File: config.mk
export PLATFORM = sky130hd
export DESIGN_NAME = tlos_ctrl
export DESIGN_NICKNAME = d
export VERILOG_FILES = /design/src/rtl/tlos_pkg.sv /design/src/rtl/tlos_ctrl.sv
export SDC_FILE = /design/constraint.sdc
export NUM_CORES = 1
export LEC_CHECK = 0
export ABC_AREA = 1
export BUFFER_PORTS_ARGS = -buffer_cell sky130_fd_sc_hd__buf_2
export CORE_AREA = 4 4 45 47
export DETAILED_ROUTE_END_ITERATION = 10
export DIE_AREA = 0 0 49 51
export PLACE_DENSITY = 0.87
export SYNTH_ARGS = -nofsm -noshare
export SYNTH_HDL_FRONTEND = slang
export SYNTH_SLANG_ARGS = --single-unit
File: constraint.sdc
create_clock -name clk_i -period 3.6 [get_ports clk_i]
set_clock_uncertainty 0.15 [all_clocks]
set_input_delay 0.54 -clock clk_i [delete_from_list [all_inputs] [get_ports clk_i]]
set_output_delay 0.54 -clock clk_i [all_outputs]
set_load 0.01 [all_outputs]
File: src/rtl/tlos_pkg.sv
// Shared types and constants of the terrain line-of-sight unit.
`timescale 1ns / 1ps
package tlos_pkg;

  localparam int unsigned VAL_W     = 24;  // Q16.8 field width
  localparam int unsigned DIV_W     = 28;  // dividend width of the shared divider
  localparam int unsigned DIV_STEPS = 28;  // one quotient bit per cycle
  localparam int unsigned SQ_STEPS  = 25;  // one root bit per cycle
  localparam int unsigned CNT_W     = 5;
  localparam int unsigned IN_DATA_W = 184;
  localparam int unsigned OUT_DATA_W = 32;
  localparam int unsigned CFG_IDX_W = 2;

  localparam logic [CFG_IDX_W-1:0] CFG_ROW_SCALE = 2'd0;
  localparam logic [CFG_IDX_W-1:0] CFG_COL_SCALE = 2'd1;
  localparam logic [CFG_IDX_W-1:0] CFG_STEP_LEN  = 2'd2;

  localparam logic ACT_WRITE = 1'b0;
  localparam logic ACT_QUERY = 1'b1;

  // Axis selectors for the per-axis divisions and walk accumulators
  localparam logic [1:0] AX_X = 2'd0;
  localparam logic [1:0] AX_Y = 2'd1;
  localparam logic [1:0] AX_Z = 2'd2;
  localparam logic [1:0] AX_L = 2'd3;

  typedef struct packed {
    logic       clr;
    logic       wr;
    logic       load;
    logic       sq_mul;
    logic       sq_init;
    logic       sq_step;
    logic       div_init;
    logic       div_n;
    logic       div_step;
    logic       n_store;
    logic       ax_store;
    logic [1:0] ax_sel;
    logic       walk_init;
    logic       walk;
    logic       out_load;
  } cmd_t;

  typedef struct packed {
    logic clr_last;
    logic hit;
  } sts_t;

endpackage

File: src/rtl/tlos_ctrl.sv
// Controller: sequences clear sweep, root, divisions, walk and output.
`timescale 1ns / 1ps
module tlos_ctrl (
  input  logic           clk_i,
  input  logic           rst_ni,
  input  logic           s_tvalid_i,
  input  logic           s_tuser_i,
  output logic           s_tready_o,
  output logic           m_tvalid_o,
  input  logic           m_tready_i,
  output tlos_pkg::cmd_t cmd_o,
  input  tlos_pkg::sts_t sts_i
);

  localparam logic [3:0] ST_CLR  = 4'd0;
  localparam logic [3:0] ST_IDLE = 4'd1;
  localparam logic [3:0] ST_SQR  = 4'd2;
  localparam logic [3:0] ST_SUM  = 4'd3;
  localparam logic [3:0] ST_ROOT = 4'd4;
  localparam logic [3:0] ST_DIVN = 4'd5;
  localparam logic [3:0] ST_DIVA = 4'd6;
  localparam logic [3:0] ST_WALK = 4'd7;
  localparam logic [3:0] ST_DONE = 4'd8;

  localparam logic [tlos_pkg::CNT_W-1:0] DIV_LAST =
    tlos_pkg::CNT_W'(tlos_pkg::DIV_STEPS);
  localparam logic [tlos_pkg::CNT_W-1:0] SQ_LAST =
    tlos_pkg::CNT_W'(tlos_pkg::SQ_STEPS - 1);

  logic [3:0] state_q, state_d;
  logic [tlos_pkg::CNT_W-1:0] cnt_q, cnt_d;
  logic [1:0] sel_q, sel_d;
  logic mv_q, mv_d;

  always_comb begin
    cmd_o   = '0;
    state_d = state_q;
    cnt_d   = cnt_q;
    sel_d   = sel_q;
    mv_d    = mv_q && !m_tready_i;
    case (state_q)
      ST_CLR: begin
        cmd_o.clr = 1'b1;
        if (sts_i.clr_last) begin
          state_d = ST_IDLE;
        end
      end
      ST_IDLE: begin
        if (s_tvalid_i) begin
          if (s_tuser_i == tlos_pkg::ACT_QUERY) begin
            cmd_o.load = 1'b1;
            state_d    = ST_SQR;
          end else begin
            cmd_o.wr = 1'b1;
          end
        end
      end
      ST_SQR: begin
        cmd_o.sq_mul = 1'b1;
        state_d      = ST_SUM;
      end
      ST_SUM: begin
        cmd_o.sq_init = 1'b1;
        cnt_d         = '0;
        state_d       = ST_ROOT;
      end
      ST_ROOT: begin
        cmd_o.sq_step = 1'b1;
        if (cnt_q == SQ_LAST) begin
          cnt_d   = '0;
          state_d = ST_DIVN;
        end else begin
          cnt_d = cnt_q + 1'b1;
        end
      end
      ST_DIVN: begin
        cmd_o.div_n = 1'b1;
        cnt_d       = cnt_q + 1'b1;
        if (cnt_q == '0) begin
          cmd_o.div_init = 1'b1;
        end else if (cnt_q <= DIV_LAST) begin
          cmd_o.div_step = 1'b1;
        end else begin
          cmd_o.n_store = 1'b1;
          cnt_d         = '0;
          sel_d         = tlos_pkg::AX_X;
          state_d       = ST_DIVA;
        end
      end
      ST_DIVA: begin
        cmd_o.ax_sel = sel_q;
        cnt_d        = cnt_q + 1'b1;
        if (cnt_q == '0) begin
          cmd_o.div_init = 1'b1;
        end else if (cnt_q <= DIV_LAST) begin
          cmd_o.div_step = 1'b1;
        end else begin
          cmd_o.ax_store = 1'b1;
          cnt_d          = '0;
          if (sel_q == tlos_pkg::AX_L) begin
            cmd_o.walk_init = 1'b1;
            state_d         = ST_WALK;
          end else begin
            sel_d = sel_q + 1'b1;
          end
        end
      end
      ST_WALK: begin
        cmd_o.walk = 1'b1;
        if (sts_i.hit) begin
          state_d = ST_DONE;
        end
      end
      ST_DONE: begin
        if (!mv_q || m_tready_i) begin
          cmd_o.out_load = 1'b1;
          mv_d           = 1'b1;
          state_d        = ST_IDLE;
        end
      end
      default: state_d = ST_IDLE;
    endcase
  end

  always_ff @(posedge clk_i or negedge rst_ni) begin
    if (!rst_ni) begin
      state_q <= ST_CLR;
      cnt_q   <= '0;
      sel_q   <= '0;
      mv_q    <= 1'b0;
    end else begin
      state_q <= state_d;
      cnt_q   <= cnt_d;
      sel_q   <= sel_d;
      mv_q    <= mv_d;
    end
  end

  assign s_tready_o = state_q == ST_IDLE;
  assign m_tvalid_o = mv_q;

  a_out_slot_free: assert property (@(posedge clk_i) disable iff (!rst_ni)
    cmd_o.out_load |-> (!mv_q || m_tready_i))
    else $error("result loaded over an untaken result");

  a_root_count: assert property (@(posedge clk_i) disable iff (!rst_ni)
    (state_q == ST_ROOT) |-> (cnt_q <= SQ_LAST))
    else $error("root iteration count overran");

  a_div_count: assert property (@(posedge clk_i) disable iff (!rst_ni)
    (state_q == ST_DIVN || state_q == ST_DIVA) |-> (cnt_q <= DIV_LAST + 1'b1))
    else $error("divider iteration count overran");

  a_clear_done: assert property (@(posedge clk_i) disable iff (!rst_ni)
    (state_q == ST_CLR && state_d != ST_CLR) |-> sts_i.clr_last)
    else $error("clear sweep left early");

endmodule

* Yosys cells after proc, flatten, opt, wreduce, memory -nomap -nowiden
Cells that the tools add are included.
** Word-level totals
- Register bits :: 12
- Output and inout port bits :: 18
- Word-level logic and storage cells :: 89
** Cells by class
- Add/subtract/negate cells :: 2
- Magnitude comparators :: 1
- Equality and inequality tests :: 22
- Mux-type cells :: 49
- Reduce and logical (&&, ||, !) cells :: 11
** Operators with widths (count)
- 4-bit two-way mux :: 12
- 4-bit case mux with 9 select lines :: 1
- 2-bit != test (second input constant) :: 12
- 1-bit two-way mux :: 22
- 4-bit by 3-bit equality test with 1-bit output (second input constant) :: 4
- 2-bit two-way mux :: 8
- 5-bit two-way mux :: 3
- 5-bit case mux with 3 select lines :: 1
- 11-bit AND reduction :: 1
- 4-bit by 2-bit equality test with 1-bit output (second input constant) :: 2
- 6-bit AND reduction :: 1
- 5-bit by 1-bit adder with 5-bit output (second input constant) :: 1
- 5-bit equality test (second input constant) :: 1
- 5-bit less-or-equal comparator (second input constant) :: 1
- 5-bit zero test :: 1
- 4-bit by 1-bit equality test with 1-bit output (second input constant) :: 1
- 4-bit equality test (second input constant) :: 1
- 4-bit zero test :: 1
- 2-bit case mux with 2 select lines :: 1
- 3-bit nonzero test :: 1
- 2-bit by 1-bit adder with 2-bit output (second input constant) :: 1
- 2-bit equality test (second input constant) :: 1
- 1-bit zero test :: 2
- 1-bit case mux with 2 select lines :: 1
- other kinds (4) :: 4

* Logic depth before layout (Yosys ltp)
Gate-level depths: netlist of the first run.
- Depth in word-level cells :: 5
- Depth in mapped cells :: 11
- Depth with buffers taken out :: 11

* Least setup slack after synthesis of the first run
Ideal clock, no wire load.
- Path type :: reg-to-output
- From :: register cnt_q[0] in the netlist's numbering
- To :: output cmd_o[2] in the netlist's numbering
- Arrival time :: 1.212 ns
- Required time :: 2.910 ns
- Setup slack :: 1.698 ns
- Cell stages (with the launch flop) :: 8
- Path buffers :: 0
- Path through :: dfrtp_1 -> inv_1 -> ha_1 -> inv_1 -> nand2_1 -> nor2_4 -> inv_1 -> nor3_1
** RTL lines
- start, declared :: line tlos_ctrl.sv:31 : logic [tlos_pkg::CNT_W-1:0] cnt_q, cnt_d;
- start signal, assigned :: line tlos_ctrl.sv:133 : cnt_q <= cnt_d;
- end, declared :: line tlos_ctrl.sv:11 : output tlos_pkg::cmd_t cmd_o,

==> key figures, run 1 <==
Finish
  – Layout cells sized above 1: 0.258
  – Final Core Density: 0.627
  – Nets: 167
  – Layout area overhead: 20.2%
  – Finished Layout Cells: 172
  – Diode count: 0
  – Fillers: 157

Synthesis
  – Post-synth EDFFs: 0
  – Average size of a mapped cell: 6.79 µm²
  – Post-synth top area share: 0.348
  – Most numerous cell in the Yosys netlist: nand2_1
  – List of most frequent post-synthesis cells: nand2_1 (30), inv_1 (22), nor2_1 (18)
  – Register area share after synthesis: 0.348
  – Gate Count Post-Synth: 127
  – Ys flop type: dfrtp_1
  – Area contributors post-synth: dfrtp_1 (35%), nand2_1 (13%), inv_1 (9.6%)
  – Yosys cell types: 19
  – Syn nets: 137
  – Post-Syn Area: 862 µm²
  – Ys async rst share: 1.00
  – Yosys top cell by area: dfrtp_1
  – Ys Warns: 0
  – Synth Register Bits: 12

GRT
  – Overflow after GRT: 0
  – GR Util All Layers: 0.157
  – First-pass GRT wire length: 3.09 mm
  – Largest net degree at the start of global routing: 13
  – Vias in the first global route: 753
  – Initial antenna violation count: 0

Floorplanning
  – Die area: 2500 µm²
  – Initial Util: 0.522
  – Core area: 1650 µm²
  – # IOs: 25
  – Die Span Y: 51 µm
  – Cell Rows: 15
  – Die Wd: 49 µm

Pwr
  – Share of power burned in registers: 0.302
  – Net Sw Power: 0.000377 W
  – Net Sw Frac: 0.510
  – Combinational power share: 0.586
  – Worst IR Drop VDD: 0.345 mV
  – Clock network power share: 0.112
  – Leakage: 0.600 nW
  – Internal power: 0.000362 W
  – Pwr/cell area: 714 nW/µm²

Placement
  – RD Place Congestion: 0.840
  – Cell count after placement: 168
  – HPWL after DPL: 1.50 mm
  – Port bufs: 24

Worst setup path
  – Worst Path Required: 2.91 ns
  – CP arrival: 1.59 ns
  – Crit path kind: flop to output pin
  – Reg2reg path depth: 11
  – Crit end category: output pin
  – CP max FO: 5
  – Worst Setup Start Kind: flop
  – Most common cell on crit path: inv_1
  – Slowest cell on crit path: dfrtp_1
  – Worst-path cell chain: inv_1, ha_1, inv_1, nand2_1, nor2_4, inv_1, nor3_1, buf_2
  – CP peak stage delay: 0.42 ns

Clock tree
  – Setup Buffers After CTS: 0
  – TritonCTS Buffers: 3
  – # resized after CTS: 0
  – CTS H-tree depth: 1
  – CTS tree: done
  – CTS max path bufs: 2
  – Clock transition at path regs: 0.07 ns
  – Clock sinks: 12
  – Hold Buf Count CTS: 1
  – Worst skew pair latency: 0.28 ns
  – Root Buffer: clkbuf_4

Worst hold path
  – Worst hold path type: input pin to flop
  – Hold Path Depth: 2

Drt
  – Avg WL per Cell: 10.7 µm
  – ANT nets after route: 0
  – Final Routed Wirelength: 1.83 mm
  – Vias: 853
  – # DRC: 0
  – Initial DRC count: 24
  – Vias per std cell: 4.96
  – Drt pass-1 iters: 4

STA
  – Fmax: 439 MHz
  – Hold Fails Final Rpt: 0
  – Worst slew pin tran: 0.334 ns
  – RSZ-0062 raised after global routing: no
  – Slew Limit Headroom: 0.777
  – Final setup viols: 0
  – Final worst path period need: 2.28 ns
  – Setup tns final: 0 ns
  – Final period util: 0.633
  – Final Max Slew Viols: 0

Run
  – Max_cap viols: 0

Run status
  – Outcome: completed
layer usage:
layer,share of wire,vias to the layer above,global-route usage,wire length (µm)
met3,0.077,2,0.0437,141
li1,-,452,-,-
met4,0.0087,0,0.0404,16
met1,0.44,370,0.185,808
met5,0,-,0,0
met2,0.47,29,0.280,867
worst paths after layout:
path | start | end | slack, ns
max in group asynchronous | rst_ni | cnt_q[0]$_DFFE_PN0P_ | 2.56
min reg2reg | sel_q[1]$_DFFE_PN0P_ | sel_q[1]$_DFFE_PN0P_ | 0.37
max reg2reg | cnt_q[0]$_DFFE_PN0P_ | state_q[0]$_DFFE_PN0P_ | 1.92
min in group asynchronous | rst_ni | sel_q[1]$_DFFE_PN0P_ | 0.51
min | m_tready_i | m_tvalid_o$_DFF_PN0_ | 0.31
max | cnt_q[0]$_DFFE_PN0P_ | cmd_o[2] | 1.32
kinds of logic (layout without fill, tap and decap cells):
group	count (synthesis)	after routing	share of synthesized area
compound gates	9	9	0.0551
xor+xnor	3	3	0.0305
fa+ha+maj	3	3	0.0435
flops	12	12	0.348
simple gates	77	77	0.422
buf+inv	23	51	0.100
worst max-delay path, delay by kind of cell (launching register included):
family / cells / cell delay [ns]
fa+ha+maj: 1 / 0.19
buf+inv: 4 / 0.37
flops: 1 / 0.42
simple gates: 3 / 0.34
registers in the layout, summed over array words and instances, names as in the netlist:
signal      count
sel_q           2
cnt_q           5
m_tvalid_o      1
state_q         4
through the flow:
step | setup slack, ns | total power, W | area (µm²) | hold WS, ns
2_1_floorplan | 1.70 | 0.000541 | 862 | 0.0944
3_3_place_gp | 1.67 | 0.000640 | 1000 | 0.284
3_5_place_dp | 1.63 | 0.000657 | 1000 | 0.287
4_1_cts | 1.32 | 0.000743 | 1040 | 0.312
5_1_grt | 1.16 | 0.000812 | 1040 | 0.332
6_report | 1.32 | 0.000740 | 1040 | 0.311
placed cells by master (no fill, tap or decap), drive strengths merged:
cell type / instances
nand2: 34
nor2: 25
buf: 24
inv: 23
nand3: 13
dfrtp: 12
o21ai: 7
nor3: 3
ha: 3
clkbuf: 3
xor2: 2
o22ai: 2
nor3b: 1
nand3b: 1
xnor2: 1
dlygate4sd3: 1
final cells by class:
| cell class | instances | area, µm² | share of cell area |
|---|---|---|---|
| timing repair buffer | 25 | 130 | 0.126 |
| inverter | 23 | 86.3 | 0.0833 |
| multi-input combinational | 92 | 475 | 0.459 |
| sequential | 12 | 300 | 0.290 |
| clock buffer | 3 | 22.5 | 0.0217 |
| tap | 17 | 21.3 | 0.0205 |
power by group through the flow:
stage / clock (W) / sequential, W / combinational (W)
6_report: 0.0000830 / 0.000223 / 0.000434
5_1_grt: 0.0000940 / 0.000229 / 0.000489
4_1_cts: 0.0000847 / 0.000222 / 0.000437
3_5_place_dp: 0 / 0.000223 / 0.000434
3_3_place_gp: 0 / 0.000218 / 0.000422
2_1_floorplan: 0 / 0.000212 / 0.000329
No activity file was read; power rests on OpenSTA's default activity.
==> run 2, diff against run 1 <==
- CORE_AREA: 4 4 45 47 -> 4 4 49 51
- DIE_AREA: 0 0 49 51 -> 0 0 53 55
- PLACE_DENSITY: 0.87 -> 0.78
- clock period: 3.6 -> 1.95 ns (I/O delays scaled with it)
==> run 2 against run 1 <==
Net effect: design area up 17%; clock power up 87%; count of clock-buffer cells in the layout stayed put; critical endpoint is now cmd_o[7]; largest cell class unchanged.
==> key figures, run 2 (same netlist as run 1, synthesis figures left out) <==
Clock tree
  – Root Buffer: clkbuf_4
  – Clock sinks: 12 (unchanged)
  – Clock transition at path regs: 0.07 ns (about the same)
  – TritonCTS Buffers: 3 (unchanged)
  – CTS max path bufs: 2 (unchanged)
  – CTS tree: done
  – CTS H-tree depth: 1 (unchanged)
  – Worst skew pair latency: 0.27 ns (about the same)

Placement
  – Cell Area, Placed: 1020 µm² (+1.2%)
  – Port bufs: 24 (unchanged)
  – RD Place Congestion: 0.857 (+2.0%)
  – HPWL after DPL: 1.58 mm (+5.6%)
  – Pre-CTS setup slack: 0.168 ns (-1.47 ns)

GRT
  – First-pass GRT wire length: 3.51 mm (+14%)
  – Vias in the first global route: 857 (+14%)
  – Largest net degree at the start of global routing: 13 (unchanged)
  – GR Util All Layers: 0.163 (+0.00530)
  – Initial antenna violation count: 0 (unchanged)
  – Overflow after GRT: 0 (unchanged)

Finish
  – Most common cell after layout, fill and taps aside: nand2_1
  – Fillers: 186 (+18%)
  – Nets: 179 (+7.2%)
  – Layout area overhead: 40.3%
  – Highest-count cells in the layout ignoring fill and taps: nand2_1 (28), buf_2 (24), inv_1 (18), nor2_1 (14), nand3_1 (12)
  – Cell area after layout: 1210 µm² (+17%)
  – Diode count: 0 (unchanged)
  – Largest Register: cnt_q
  – Final Core Density: 0.623 (-0.00421)
  – Layout cells sized above 1: 0.407 (+0.149)
  – Top flop regs: cnt_q x5, state_q x4, sel_q x2
  – Max FFs per register: 5 (unchanged)

Floorplanning
  – Die area: 2920 µm² (+17%)
  – Initial Util: 0.444 (-0.0780)
  – Die Span Y: 55 µm (+7.8%)
  – Cell Rows: 16 (+1)
  – Die Wd: 53 µm (+8.2%)
  – # IOs: 25 (unchanged)
  – Core area: 1940 µm² (+18%)

Drt
  – # DRC: 0 (unchanged)
  – Drt pass-1 iters: 4 (unchanged)
  – Met3 WL: 110 µm (-22%)
  – Vias per std cell: 4.85 (-2.3%)
  – Highest routed layer: met4
  – Final Routed Wirelength: 2.22 mm (+21%)
  – Metal2 WL: 1.16 mm (+34%)
  – WL met1: 911 µm (+13%)
  – Initial DRC count: 20 (-17%)
  – Avg WL per Cell: 11.4 µm (+7.2%)
  – ANT nets after route: 0 (unchanged)
  – Vias: 940 (+10%)

Worst setup path
  – FF-to-FF Start: cnt_q[1]$_DFFE_PN0P_
  – Worst Path Required: 1.51 ns (-1.40 ns)
  – Crit end category: output pin
  – CP arrival: 1.45 ns (-0.14 ns)
  – Worst Setup Start Kind: flop
  – Reg-to-reg endpoint: state_q[1]$_DFFE_PN0P_
  – Reg2reg path depth: 11 (unchanged)
  – CP max FO: 3 (-2)
  – Setup slack, reg-to-reg: 0.28 ns (-1.64 ns)
  – Crit path kind: flop to output pin

STA
  – Worst slew pin tran: 0.305 ns (-0.0287 ns)
  – Slew Limit Headroom: 0.796 (+0.0192)
  – Final Max Slew Viols: 0 (unchanged)
  – Final setup viols: 0 (unchanged)
  – Hold Fails Final Rpt: 0 (unchanged)
  – RSZ-0062 raised after global routing: yes
  – Final worst path period need: 1.90 ns
  – Final period util: 0.973
  – Fmax: 527 MHz
  – Setup WS post-layout: 0.0528 ns (-1.27 ns)

Worst hold path
  – Worst Hold End: m_tvalid_o$_DFF_PN0_
  – Hold Path Depth: 2 (unchanged)
  – Worst hold path type: input pin to flop
  – Worst hold path startpoint: m_tready_i

Pwr
  – Worst IR Drop VDD: 0.804 mV (+130%)
  – Pwr/cell area: 1360 nW/µm² (+90%)
  – Leakage: 0.669 nW (+12%)

Run
  – Max_cap viols: 0 (unchanged)

Run status
  – Outcome: completed
[run 2: changes by cell type in the layout (fill, tap and decap cells not counted), sizes merged]
cell / before / now
buf: 24 / 36
[run 2: repair_timing]
item                       CTS  global route
pin swaps                    1             5
gates cloned                 0             0
gates resized for setup      3            20
setup endpoints to repair    4             8
setup buffers                4             8
hold buffers                 1             0
hold endpoints to repair    12             0
[run 2: through the flow]
stage	std cells	power, W	hold WS [ns]	setup TNS, ns
final	194	0.00164	0.0678	0
after CTS	186	0.00141	0.0638	0
after global placement	178	0.00119	0.0339	0
after global routing	194	0.00179	0.0784	-0.0734
after floorplan	127	0.000998	-0.153	0
after detailed placement	178	0.00122	0.0399	0
[run 2: worst max-delay path by stage]
stage	depth (start not counted)	endpoint	startpoint
3_5_place_dp	8	cmd_o[2]	cnt_q[0]$_DFFE_PN0P_
2_1_floorplan	7	cmd_o[2]	cnt_q[0]$_DFFE_PN0P_
6_report	8	cmd_o[7]	cnt_q[1]$_DFFE_PN0P_
4_1_cts	8	cmd_o[7]	cnt_q[1]$_DFFE_PN0P_
5_1_grt	8	cmd_o[7]	cnt_q[1]$_DFFE_PN0P_
3_3_place_gp	8	cmd_o[2]	cnt_q[0]$_DFFE_PN0P_
[run 2: cell type report]
type / count / area (µm²) / share of cell area
Clock buffer: 3 / 22.5 / 0.0186
Inverter: 23 / 88.8 / 0.0734
Tap cell: 27 / 33.8 / 0.0279
Timing Repair Buffer: 37 / 224 / 0.185
Multi-Input combinational cell: 92 / 537 / 0.444
Sequential cell: 12 / 304 / 0.251
[run 2: worst max-delay path, stage by stage (launching register included)]
cell,delay (ns)
dfrtp_1,0.40
inv_2,0.08
ha_4,0.14
inv_4,0.04
nand2_4,0.05
nor2_4,0.04
buf_6,0.12
nor3b_4,0.15
buf_2,0.15
[run 2: layer usage]
layer,global-route usage,vias to the layer above
li1,-,476
met1,0.194,439
met2,0.281,21
met3,0.0590,4
met4,0.0340,0
met5,0,-
[run 2: report_power, final]
| part | switching, W | internal [W] | total [W] | leakage, nW |
|---|---|---|---|---|
| Sequential | 0.0000786 | 0.000323 | 0.000402 | 0.155 |
| Clock | 0.0000837 | 0.0000716 | 0.000155 | 0.0138 |
| Combinational | 0.000643 | 0.000443 | 0.00109 | 0.500 |
